`src/lrdc_pkg.sv`:
```
// Package for the log record deframer/checker: status codes, register indexes,
// header layout constants and the byte-wide CRC-32 update. No dependencies.
`timescale 1ns / 1ps
`default_nettype none
package lrdc_pkg;
  localparam int unsigned HdrLen = 28;
  localparam int unsigned CrcLen = 4;
  localparam int unsigned MinRecLen = 32;
  localparam logic [47:0] CountMax = 48'hffff_ffff_ffff;
  localparam logic [31:0] CrcPoly = 32'hedb8_8320;

  localparam logic [2:0] ST_OK = 3'd0;
  localparam logic [2:0] ST_CORRUPT = 3'd1;
  localparam logic [2:0] ST_SEQUENCE = 3'd2;
  localparam logic [2:0] ST_TRUNC = 3'd3;
  localparam logic [2:0] ST_END = 3'd4;

  localparam logic [2:0] REG_MAGIC = 3'd0;
  localparam logic [2:0] REG_VERSION = 3'd1;
  localparam logic [2:0] REG_SET_OP = 3'd2;
  localparam logic [2:0] REG_DEL_OP = 3'd3;
  localparam logic [2:0] REG_MAX_KEY = 3'd4;
  localparam logic [2:0] REG_MAX_VALUE = 3'd5;
  localparam logic [2:0] REG_MAX_RECORD = 3'd6;

  typedef struct packed {
    logic       mode;
    logic [7:0] data_byte;
  } in_item_t;

  typedef struct packed {
    logic        kind;
    logic [7:0]  payload_byte;
    logic        in_value;
    logic [2:0]  status;
    logic [7:0]  opcode;
    logic [63:0] sequence_res;
    logic [31:0] key_length;
    logic [31:0] value_length;
    logic [31:0] record_bytes;
    logic [47:0] good_bytes;
  } out_item_t;

  // Reflected CRC-32, one byte: eight unrolled shift steps
  function automatic logic [31:0] crc_feed(input logic [31:0] crc, input logic [7:0] b);
    logic [31:0] c;
    c = crc ^ {24'd0, b};
    for (int i = 0; i < 8; i++) begin
      c = c[0] ? ((c >> 1) ^ CrcPoly) : (c >> 1);
    end
    return c;
  endfunction
endpackage
`default_nettype wire

```
`src/lrdc_out_skid.sv`:
```
// Two-entry output skid buffer: decouples upstream ready from the result sink.
// Depends on lrdc_pkg.
`timescale 1ns / 1ps
`default_nettype none
module lrdc_out_skid import lrdc_pkg::*; (
  input  wire logic      clk,
  input  wire logic      rst,
  input  wire logic      push,
  input  wire out_item_t push_data,
  output logic           can_push,
  output logic           out_valid,
  output out_item_t      out_data,
  input  wire logic      out_ready
);
  out_item_t main_q, skid_q;
  logic main_v, skid_v;

  assign can_push = !skid_v;
  assign out_valid = main_v;
  assign out_data = main_q;

  // main holds the presented beat, skid catches one while main stalls
  always_ff @(posedge clk) begin
    if (rst) begin
      main_v <= 1'b0;
      skid_v <= 1'b0;
    end else begin
      if (!main_v || out_ready) begin
        if (skid_v) begin
          main_q <= skid_q;
          main_v <= 1'b1;
          skid_v <= push;
          skid_q <= push_data;
        end else begin
          main_v <= push;
          main_q <= push_data;
        end
      end else if (push) begin
        skid_v <= 1'b1;
        skid_q <= push_data;
      end
    end
  end
endmodule
`default_nettype wire

```
`config.mk`:
```
export PLATFORM = sky130hd
export DESIGN_NAME = lrdc_out_skid
export DESIGN_NICKNAME = d
export VERILOG_FILES = /design/src/lrdc_pkg.sv /design/src/lrdc_out_skid.sv
export SDC_FILE = /design/constraint.sdc
export NUM_CORES = 1
export LEC_CHECK = 0
export ABC_AREA = 1
export BUFFER_PORTS_ARGS = -buffer_cell sky130_fd_sc_hd__buf_4
export CAP_MARGIN = 40
export CORE_AREA = 2 2 182 184
export CTS_BUF_LIST = sky130_fd_sc_hd__clkbuf_16
export CTS_CLUSTER_DIAMETER = 40
export DETAILED_ROUTE_END_ITERATION = 8
export DIE_AREA = 0 0 184 186
export HOLD_SLACK_MARGIN = 0.15
export PLACE_DENSITY = 0.86
export SLEW_MARGIN = 5
export SYNTH_ARGS = -nofsm -noshare
export SYNTH_HDL_FRONTEND = slang
export SYNTH_SLANG_ARGS = --single-unit
```
`constraint.sdc`:
```
create_clock -name clk -period 42.6 [get_ports clk]
set_input_delay 8.52 -clock clk [delete_from_list [all_inputs] [get_ports clk]]
set_output_delay 8.52 -clock clk [all_outputs]
set_load 0.02 [all_outputs]
```
### Yosys cells after proc, flatten, opt, wreduce, memory -nomap -nowiden

Cells that the tools add are included.
Widths: inputs -> output; s select.

* word-level logic and storage cells: 38
* output and inout bits: 231
* input port bits: 233
* register bits: 460

* bitwise logic cells: 1
* muxes and demuxes: 8
* equality and inequality tests: 1
* reduce and logical (&&, ||, !) cells: 6

Operators by type and width (number)
* $mux 229: 4
* $mux 1: 4
* $reduce_and 3->1: 1
* $logic_not 1->1: 2
* $ne 2x2->1 const B: 1
* $reduce_and 2->1: 1
* $reduce_bool 2->1: 1
* $logic_or 1x1->1: 1
* $not 1->1: 1

### Depth between registers and ports, before layout

Gate-level depths: netlist of run 1.

* word-level depth: 4
* gate-level depth with buffers: 6
* depth with buffers taken out: 5

### Worst setup path before layout of run 1

OpenSTA, ideal clock, no wires.

* path kind: input to register
* from: input port out_ready
* to: register main_q, in the netlist out_data[0], enable pin
* path buffers: 0
* library setup time: 897 ps
* arrival time: 19528 ps
* data required time: 41703 ps
* stages: 2
* slack: 22174 ps
* path through: inv_1 -> a21oi_1

* word-level cells in the longest chain between the ends: 2

Ends and longest elaborated chain
* start, declared: RTL line lrdc_out_skid.sv:13 `input wire logic out_ready`
* $logic_or 1x1->1: RTL line lrdc_out_skid.sv:28 `if (!main_v || out_ready) begin`
* $reduce_and 2->1 (no line)
* end signal, assigned: RTL line lrdc_out_skid.sv:30 `main_q <= skid_q;`
* end signal, assigned: RTL line lrdc_out_skid.sv:36 `main_q <= push_data;`
* end, declared: RTL line lrdc_out_skid.sv:15 `out_item_t main_q, skid_q;`

Every way passes these cells.
A chain may end at the register's enable or synchronous reset.

### Worst setup path after layout of run 1

* from: input port out_ready
* to: register skid_q[88] (netlist bit), enable pin

* word-level cells in the longest chain between the ends: 3
* elaborated cells between the ends (all ways): 4
* classes of those cells: eq/ne: 1; reduce/logical: 3

Ends and longest elaborated chain
* $logic_or 1x1->1 *: RTL line lrdc_out_skid.sv:28
* $ne 2x2->1 (no line) / $reduce_bool 2->1 (equally long branches)
* $reduce_and 3->1 (no line) *
* end signal, assigned: RTL line lrdc_out_skid.sv:33 `skid_q <= push_data;`
* end signal, assigned: RTL line lrdc_out_skid.sv:40 `skid_q <= push_data;`
* end, declared: RTL line lrdc_out_skid.sv:15

Mark *: on every way between the ends. The rest lies on a longest branch, timed or not.

==> results of run 1 <==
[flip-flops by register name, indices dropped and copies added, names as in the netlist]
register	cells
skid_v	1
out_valid	1
skid_q	229
out_data	229
[cells by family after synthesis]
family / Yosys count / share of synthesized area (%)
simple gates: 697 / 15.5
buf+inv: 56 / 2.48
flops: 460 / 81.9
compound gates: 1 / 0.0297
[power by group]
group / total [mW] / internal, mW / switching, mW
clock: 0.446 / 0.266 / 0.181
sequential: 0.537 / 0.529 / 0.00799
combinational: 0.101 / 0.0406 / 0.0603
total: 1.08 / 0.835 / 0.249
[final cells by class]
| cell class | instances | share of cell area (%) |
|---|---|---|
| flip-flops and latches | 460 | 61.5 |
| repair buffers | 480 | 16.6 |
| multi-input cells | 698 | 11.8 |
| clock buffers | 53 | 5.91 |
| well taps | 408 | 2.27 |
| clock inverters | 44 | 1.83 |
| inverters | 5 | 0.106 |
| diodes | 1 | 0.0111 |
[path summary, 6_finish.rpt]
check                    from             to  slack [ps]  depth (start not counted)
hold / removal    skid_q[156]  out_data[156]         510                          2
setup reg to reg       skid_v     skid_q[88]       38840                          6
setup / recovery    out_ready     skid_q[88]       31570                          8
hold reg to reg   skid_q[156]  out_data[156]         510                          2
[worst reg2reg max path: stages, from the launching register on]
cell,delay [ps]
dfxtp_4,640
inv_6,290
nand2_1,160
nand2_1,120
nor2_4,570
buf_4,690
buf_4,840
[per-stage QoR]
step	utilization, %	hold slack (ps)	area, µm²
6_report	69.7	511	22400
5_1_grt	69.7	529	22400
4_1_cts	69.7	507	22400
3_5_place_dp	64.3	502	20700
3_3_place_gp	63.7	498	20500
2_1_floorplan	-	494	16800
[metal layers]
layer / GRT usage, % / share of wire (%)
met1: 27.5 / 35
met2: 41.2 / 52
met3: 6.38 / 8.3
met4: 13.8 / 5.4
met5: 0 / 0
[layout by cell type, fill, tap and decap left out]
master        n
a21oi_4       1
buf_12        1
buf_16        6
buf_4       473
bufinv_16     6
clkbuf_16    53
clkinv_1      5
clkinv_2      4
clkinv_4      2
clkinvlp_4    3
dfxtp_1       1
dfxtp_4       1
diode_2       1
edfxtp_1    458
inv_1        16
inv_6        12
inv_8         1
nand2_1     693
nand3_1       1
nor2_1        2
nor2_4        1
==> impl_results.md, run 1 <==
- DP Wirelength: 28700 µm
- Post-DR vias/cell: 5.21
- ANT nets after route: 0
- # setup viols final: 0
- Post-CTS Setup Bufs: 0
- Worst-path clk slew: 70 ps
- CTS Buf Count: 53
- Row cnt: 66
- Area delta synth->final: 33.4%
- Drc violations: 0
- CTS H-tree lvls: 2
- Syn avg cell area: 13.9 µm²
- Achievable frequency: 90.7 MHz
- Maximum vdd ir drop: 0.0344 mV
- Max incr delay on CP: 800 ps
- Run status: finished clean
- Nets@finish: 1931
- WL final: 42200 µm
- Post-synth top area cell: edfxtp_1
- Worst Tran Pin Value: 902 ps
- Synthesis Warnings: 0
- Place WS: 31010 ps
- Cell variety after synth: 12
- Slew Viols, Final: 0
- CP Max Fanout: 71
- Worst Skew: 24.6 ps
- Die area: 0.0342 mm²
- Max-slew headroom: 39.9%
- Die width: 184 µm
- Multi-input gate area: 0.00264 mm²
- Port Buf Inserts: 463
- WP data required: 42780 ps
- Largest net degree at the start of global routing: 91
- CP Capture Type: register
- First-pass iteration count of the detailed router: 5
- Area share of the largest cell type after synthesis: 81.7%
- Final WS setup: 31570 ps
- FILL cells: 2006
- CTS Root Buffer Type: clkbuf_16
- Period utilization: 25.9%
- Placer Congestion: 0.889
- FF+latch area: 0.0138 mm²
- CTS resizes: 0
- Syn_nets: 1447
- Placed Cells: 2051
- Pwr Total: 1.08 mW
- #FFs+latches synth: 460
- Static Leak: 9.57 nW
- WL/cell: 19.6 µm
- Core area: 0.0322 mm²
- CTS tree: done
- FFs w/ async S/R, synth: 0%
- Setup repair after global routing missed its margin: no
- CTS hold repair buffers: 0
- Synth Cell Area: 0.0168 mm²
- Layout Cells excl Fill: 2149
- Crit-path slowest cell: buf_4
- Crit path time final: 11030 ps
- Top-count cell post-synth: nand2_1
- Starting DRT DRC Count: 874
- Die height: 186 µm
- Delay-heaviest family, CP: buffers and inverters
- Hold Path Class: register to register
- Total number of vias: 11187
- Worst skew pair latency: 580 ps
- Syn Inst Count: 1214
- Crit-path cells: buf_4 > inv_1 > nand2_1 > nand2_1 > nand2_1 > nor2_4 > buf_4 > buf_4
- Buf/Inv on CP: 4
- EDFF count, synth: 458
- Ys flop type: edfxtp_1
- Power Density: 48.3 mW/mm²
- Vias in the first global route: 11306
- Final hold violations: 0
- Top post-synthesis cells by area: edfxtp_1, nand2_1, buf_6
- Num ports: 464
- Startpoint types: input pin
- CTS max path bufs: 3
- Antenna violations before repair: 1
- Layout cell share with drive strength beyond 1: 32.4%
- Starting density of the core: 52.3%
- First-pass GRT wire length: 62000 µm
- Crit path kind: input pin to register
- GRT overflow: 0
- Crit path DAT: 11210 ps
- GRT Util Overall: 24.1%
- TNS Setup: 0 ps
- Max_cap viols: 0
- Post-synth top cells: nand2_1, edfxtp_1, buf_2
- Register area share after synthesis: 81.9%
- Clk sink count: 460
Note: power is estimated with default switching activity, not from simulation.
==> run 2, diff against run 1 <==
Settings changed: CORE_AREA 2 2 182 184 to unset, CORE_UTILIZATION set to 52, DIE_AREA 0 0 184 186 to unset, PLACE_DENSITY 0.86 to 0.85.
Clock period 42.6 ns to 11.3 ns, I/O delays scaled along.
==> impl_results.md, run 2 (synthesis gave the netlist of run 1 again) <==
- Run status: finished clean (unchanged)
- Crit path DAT: 1800 ps (was 11210 ps)
- DP Wirelength: 27100 µm (was 28700 µm)
- Worst Skew: 13.0 ps (was 24.6 ps)
- CTS H-tree lvls: 2 (unchanged)
- Crit Reg-Reg Startpoint: skid_v (unchanged)
- Crit path kind: register to output pin (was input pin to register)
- Crit-path slowest cell: dfxtp_4 (was buf_4)
- Clk sink count: 460 (unchanged)
- Num ports: 464 (unchanged)
- Maximum vdd ir drop: 0.160 mV (was 0.0344 mV)
- Port Buf Inserts: 463 (unchanged)
- Area delta synth->final: 34.1% (was 33.4%)
- Max_cap viols: 0 (unchanged)
- CP Max Fanout: 52 (was 71)
- Most common cell after layout, fill and taps aside: nand2_1 (unchanged)
- Layout cell share with drive strength beyond 1: 32.6% (was 32.4%)
- Starting DRT DRC Count: 815 (was 874)
- Max-slew headroom: 39.0% (was 39.9%)
- GRT Util Overall: 23.9% (was 24.1%)
- Hold Path Class: register to register (unchanged)
- Final Util: 71.1% (was 69.7%)
- # setup viols final: 0 (unchanged)
- Most frequent cells in the layout: nand2_1, buf_4, edfxtp_1, clkbuf_16, bufinv_16 (was nand2_1, buf_4, edfxtp_1, clkbuf_16, inv_1)
- Setup repair after global routing missed its margin: no (unchanged)
- Core area: 0.0317 mm² (was 0.0322 mm²)
- Final WS setup: 7240 ps (was 31570 ps)
- Worst Hold Margin: 512 ps (was 511 ps)
- Startpoint types: register (was input pin)
- Worst-path clk slew: 60 ps (was 70 ps)
- Slew Viols, Final: 0 (unchanged)
- Vias in the first global route: 11075 (was 11306)
- Reg-to-reg slack, setup: 8310 ps (was 38840 ps)
- Place WS: 6770 ps (was 31010 ps)
- TNS Setup: 0 ps (unchanged)
- Drc violations: 0 (unchanged)
- CP Capture Type: output pin (was register)
- Nets@finish: 1930 (was 1931)
- GRT overflow: 0 (unchanged)
- Pwr Total: 4.17 mW (was 1.08 mW)
- CTS tree: done (unchanged)
- Row cnt: 65 (was 66)
- Worst Tran Pin Value: 915 ps (was 902 ps)
- Ant. Diodes: 0 (was 1)
- First-pass GRT wire length: 60000 µm (was 62000 µm)
- First-pass iteration count of the detailed router: 5 (unchanged)
- ANT nets after route: 0 (unchanged)
- Delay-heaviest family, CP: flip-flops (was buffers and inverters)
- CTS Root Buffer Type: clkbuf_16 (unchanged)
- WP data required: 9040 ps (was 42780 ps)
- Crit path time final: 4060 ps
- Starting density of the core: 53.1% (was 52.3%)
- Total number of vias: 10974 (was 11187)
- WL/cell: 18.9 µm (was 19.6 µm)
- Power Density: 185 mW/mm² (was 48.3 mW/mm²)
- Post-DR vias/cell: 5.12 (was 5.21)
- Die height: 182 µm (was 186 µm)
- CTS resizes: 0 (unchanged)
- Max incr delay on CP: 730 ps (was 800 ps)
- Final hold violations: 0 (unchanged)
- Crit-path cells: inv_6 > buf_4 (was buf_4 > inv_1 > nand2_1 > nand2_1 > nand2_1 > nor2_4 > buf_4 > buf_4)
- Placer Congestion: 0.824 (was 0.889)
- Achievable frequency: 246 MHz
- Antenna violations before repair: 0 (was 1)
- Worst hold path stage count: 2 (unchanged)
- WL final: 40400 µm (was 42200 µm)
- R2r worst-path depth: 7 (was 6)
- CTS Buf Count: 51 (was 53)
- Worst skew pair latency: 550 ps (was 580 ps)
- CTS max path bufs: 3 (unchanged)
- Die width: 182 µm (was 184 µm)
- Min-delay src: skid_q[213] (was skid_q[156])
- Hold Path End: out_data[213] (was out_data[156])
- Period utilization: 36.0%
- Largest net degree at the start of global routing: 89 (was 91)
- Static Leak: 9.61 nW (was 9.57 nW)
- Critical R2R Capture: skid_q[107] (was skid_q[88])
- FILL cells: 1946 (was 2006)
- Die area: 0.0331 mm² (was 0.0342 mm²)
- Buf/Inv on CP: 2 (was 4)
- CTS hold repair buffers: 0 (unchanged)
- Post-CTS Setup Bufs: 0 (unchanged)
==> run 2: cell count changes in the layout (fill, tap and decap cells not counted), moves of 2 or more <==
cell        change
clkinv_2        +5
clkinvlp_4      -2
clkinv_8        +2
clkinv_1        +2
bufinv_16       +5
inv_1           -6
inv_6           -6
==> run 2: worst max-delay path by stage <==
stage	startpoint	slack [ps]	cells after the start	end
CTS	skid_v	7250	2	can_push
global placement	out_ready	5910	8	skid_q[107]
global route	skid_v	7160	2	can_push
finish	skid_v	7240	2	can_push
detailed placement	out_ready	6770	9	skid_q[107]
floorplan	out_ready	1860	2	out_data[0]
==> run 2: worst register-to-register path, stage by stage, from the launching register on <==
cell	delay, ps
dfxtp_4	730
inv_6	250
nand2_1	150
nand2_1	110
nor2_4	150
buf_4	450
buf_4	430
buf_16	330
==> run 2: report_power, final <==
part | leakage, nW | internal, mW | switching (mW)
clock network | 0.925 | 1.10 | 0.668
registers | 4.33 | 1.99 | 0.0308
logic | 4.36 | 0.154 | 0.223
==> run 2: per-layer routing <==
| layer | track usage [%] | routed length (µm) |
|---|---|---|
| met5 | 0 | 0 |
| met4 | 14.4 | 2440 |
| met3 | 5.92 | 2950 |
| met2 | 40.6 | 20600 |
| met1 | 27.5 | 14400 |
==> run 2: area by class of cell <==
type | instances | area [µm²] | area share, %
Multi-Input combinational cell | 698 | 2640 | 11.7
Tap cell | 402 | 503 | 2.23
Sequential cell | 460 | 13800 | 61.1
Clock inverter | 44 | 537 | 2.38
Inverter | 5 | 23.8 | 0.105
Clock buffer | 52 | 1300 | 5.77
Timing Repair Buffer | 481 | 3760 | 16.7
==> run 2: through the flow <==
step,cell area [µm²],cells
detailed placement,20700,2046
finish,22600,2142
global placement,20500,2038
CTS,22600,2142
global route,22600,2142
floorplan,16800,1214
==> run 3, diff against run 2 <==
Settings changed: ABC_AREA 1 to 0, CORE_UTILIZATION 52 to 47, PLACE_DENSITY 0.85 to 0.81.
Clock period 11.3 ns to 3.3 ns, I/O delays scaled along.
==> impl_results.md, run 3 <==
- CTS hold repair buffers: 0 (unchanged)
- Worst hold path stage count: 1 (was 2)
- CTS Root Buffer Type: clkbuf_16 (unchanged)
- Crit-path cells: inv_1 > buf_4 (was inv_6 > buf_4)
- Max incr delay on CP: 670 ps (was 730 ps)
- WL/cell: 20.3 µm (was 18.9 µm)
- Die width: 194 µm (was 182 µm)
- Crit path DAT: 1540 ps (was 1800 ps)
- First-pass GRT wire length: 53300 µm (was 60000 µm)
- FILL cells: 2367 (was 1946)
- Post-synth top cells: edfxtp_1, mux2_4, mux2_2 (was nand2_1, edfxtp_1, buf_2)
- CTS Buf Count: 53 (was 51)
- DP Wirelength: 24300 µm (was 27100 µm)
- Final Util: 64.5% (was 71.1%)
- Multi-input gate area: 0.00329 mm² (was 0.00264 mm²)
- Ant. Diodes: 0 (unchanged)
- GRT overflow: 0 (unchanged)
- Run status: finished clean (unchanged)
- CTS resizes: 0 (unchanged)
- Most common cell after layout, fill and taps aside: buf_4 (was nand2_1)
- Maximum vdd ir drop: 0.527 mV (was 0.160 mV)
- ANT nets after route: 0 (unchanged)
- Ys flop type: edfxtp_1 (unchanged)
- Nets@finish: 1469 (was 1930)
- Top-count cell post-synth: edfxtp_1 (was nand2_1)
- FF+latch area: 0.0138 mm² (unchanged)
- Die height: 194 µm (was 182 µm)
- First-pass iteration count of the detailed router: 4 (was 5)
- Starting DRT DRC Count: 450 (was 815)
- Crit-path slowest cell: dfxtp_4 (unchanged)
- Max-slew headroom: 47.2% (was 39.0%)
- Top post-synthesis cells by area: edfxtp_1, mux2_4, mux2_2 (was edfxtp_1, nand2_1, buf_6)
- Worst-path clk slew: 60 ps (about the same)
- Vias in the first global route: 9005 (was 11075)
- Hold Path Class: input pin to register (was register to register)
- Final hold violations: 0 (unchanged)
- Crit path kind: register to output pin (unchanged)
- Slew Viols, Final: 0 (unchanged)
- Antenna violations before repair: 1 (was 0)
- Static Leak: 8.96 nW (was 9.61 nW)
- Layout Cells excl Fill: 1740 (was 2142)
- Most frequent cells in the layout: buf_4, edfxtp_1, mux2_4, mux2_2, clkbuf_16 (was nand2_1, buf_4, edfxtp_1, clkbuf_16, bufinv_16)
- WP data required: 2640 ps (was 9040 ps)
- Synth Cell Area: 0.0173 mm² (was 0.0168 mm²)
- Largest net degree at the start of global routing: 128 (was 89)
- Worst skew pair latency: 570 ps (was 550 ps)
- CTS tree: done (unchanged)
- Starting density of the core: 48.2% (was 53.1%)
- Cell variety after synth: 14 (was 12)
- Post-DR vias/cell: 4.93 (was 5.12)
- R2r worst-path depth: 3 (was 7)
- Syn Inst Count: 725 (was 1214)
- #FFs+latches synth: 460 (unchanged)
- CTS H-tree lvls: 2 (unchanged)
- Placer Congestion: 0.782 (was 0.824)
- Register area share after synthesis: 79.7% (was 81.9%)
- Period utilization: 66.5%
- Clk sink count: 460 (unchanged)
- Synthesis Warnings: 0 (unchanged)
- Placed Cells: 1642 (was 2046)
- Port Buf Inserts: 463 (unchanged)
- CP Max Fanout: 29 (was 52)
- Worst Skew: 11.6 ps (was 13.0 ps)
- CTS max path bufs: 3 (unchanged)
- Startpoint types: register (unchanged)
- Post-CTS Setup Bufs: 0 (unchanged)
- Crit path time final: 2200 ps
- Area delta synth->final: 34.0% (was 34.1%)
- # setup viols final: 0 (unchanged)
- Syn avg cell area: 23.9 µm² (was 13.9 µm²)
- FFs w/ async S/R, synth: 0% (unchanged)
- WL final: 35300 µm (was 40400 µm)
- Die area: 0.0376 mm² (was 0.0331 mm²)
- Setup repair after global routing missed its margin: no (unchanged)
- Worst Tran Pin Value: 792 ps (was 915 ps)
- Num ports: 464 (unchanged)
- Row cnt: 69 (was 65)
- Total number of vias: 8586 (was 10974)
- Post-synth top area cell: edfxtp_1 (unchanged)
- Power Density: 599 mW/mm² (was 185 mW/mm²)
- Area share of the largest cell type after synthesis: 79.5% (was 81.7%)
- Layout cell share with drive strength beyond 1: 62.5% (was 32.6%)
- Max_cap viols: 0 (unchanged)
- Syn_nets: 958 (was 1447)
- GRT Util Overall: 18.7% (was 23.9%)
- CP Capture Type: output pin (unchanged)
- Core area: 0.0359 mm² (was 0.0317 mm²)
- Drc violations: 0 (unchanged)
- EDFF count, synth: 458 (unchanged)
- Achievable frequency: 456 MHz
run 3: changes by cell type in the layout (fill, tap and decap cells not counted), sizes merged, moves of 2 or more:
cell | before | now
clkinv | 20 | 18
mux2 | 0 | 229
nand2 | 693 | 1
clkbuf | 52 | 55
clkinvlp | 1 | 3
bufinv | 11 | 5
run 3: stage by stage:
step	setup TNS [ps]	setup slack [ps]	hold slack, ps	total power [mW]	area (µm²)
after floorplan	-693290	-1840	523	7.59	17300
after global placement	0	1030	528	8.18	21400
after detailed placement	0	1000	533	8.21	21400
after CTS	0	1070	225	14.0	23200
after global routing	0	1030	235	14.3	23200
final	0	1100	268	13.9	23200
run 3: worst paths after layout:
path                        end  slack, ps           from
setup / recovery       can_push       1100         skid_v
hold / removal       skid_q[33]        270  push_data[33]
setup reg to reg   out_data[25]       1250         skid_v
hold reg to reg   out_data[201]        540    skid_q[201]
run 3: cell type report:
type	count	area share (%)
Inverter	1	0.0162
Sequential cell	460	59.5
Multi-Input combinational cell	238	14.2
Clock inverter	43	1.71
Timing Repair Buffer	482	16.2
Tap cell	461	2.49
Clock buffer	55	5.94
run 3: power breakdown:
| group | internal [mW] | switching [mW] | leakage, nW | total (mW) |
|---|---|---|---|---|
| logic | 0.643 | 0.607 | 3.75 | 1.25 |
| registers | 6.75 | 0.0821 | 4.31 | 6.83 |
| clock network | 3.46 | 2.34 | 0.897 | 5.79 |
run 3: worst max-delay path, delay by kind of cell, from the launching register on:
kind | cells | cell delay, ps
buffers and inverters | 2 | 280
flip-flops | 1 | 670
run 3: cells by family after synthesis:
logic type / after synthesis / synth area share [%]
flip-flops: 460 / 79.7
buffers and inverters: 27 / 1.50
multiplexers: 229 / 18.5
AND/OR/NAND/NOR: 6 / 0.166
AO/OA/AOI/OAI: 3 / 0.0868
run 3: per-layer routing:
layer / wire [µm] / track usage (%) / share of wire, % / vias up
li1: - / - / - / 3926
met3: 3080 / 6.66 / 8.7 / 87
met2: 17200 / 30.7 / 49 / 386
met5: 0 / 0 / 0 / -
met4: 1400 / 8.99 / 4.0 / 0
met1: 13600 / 21.9 / 39 / 4187
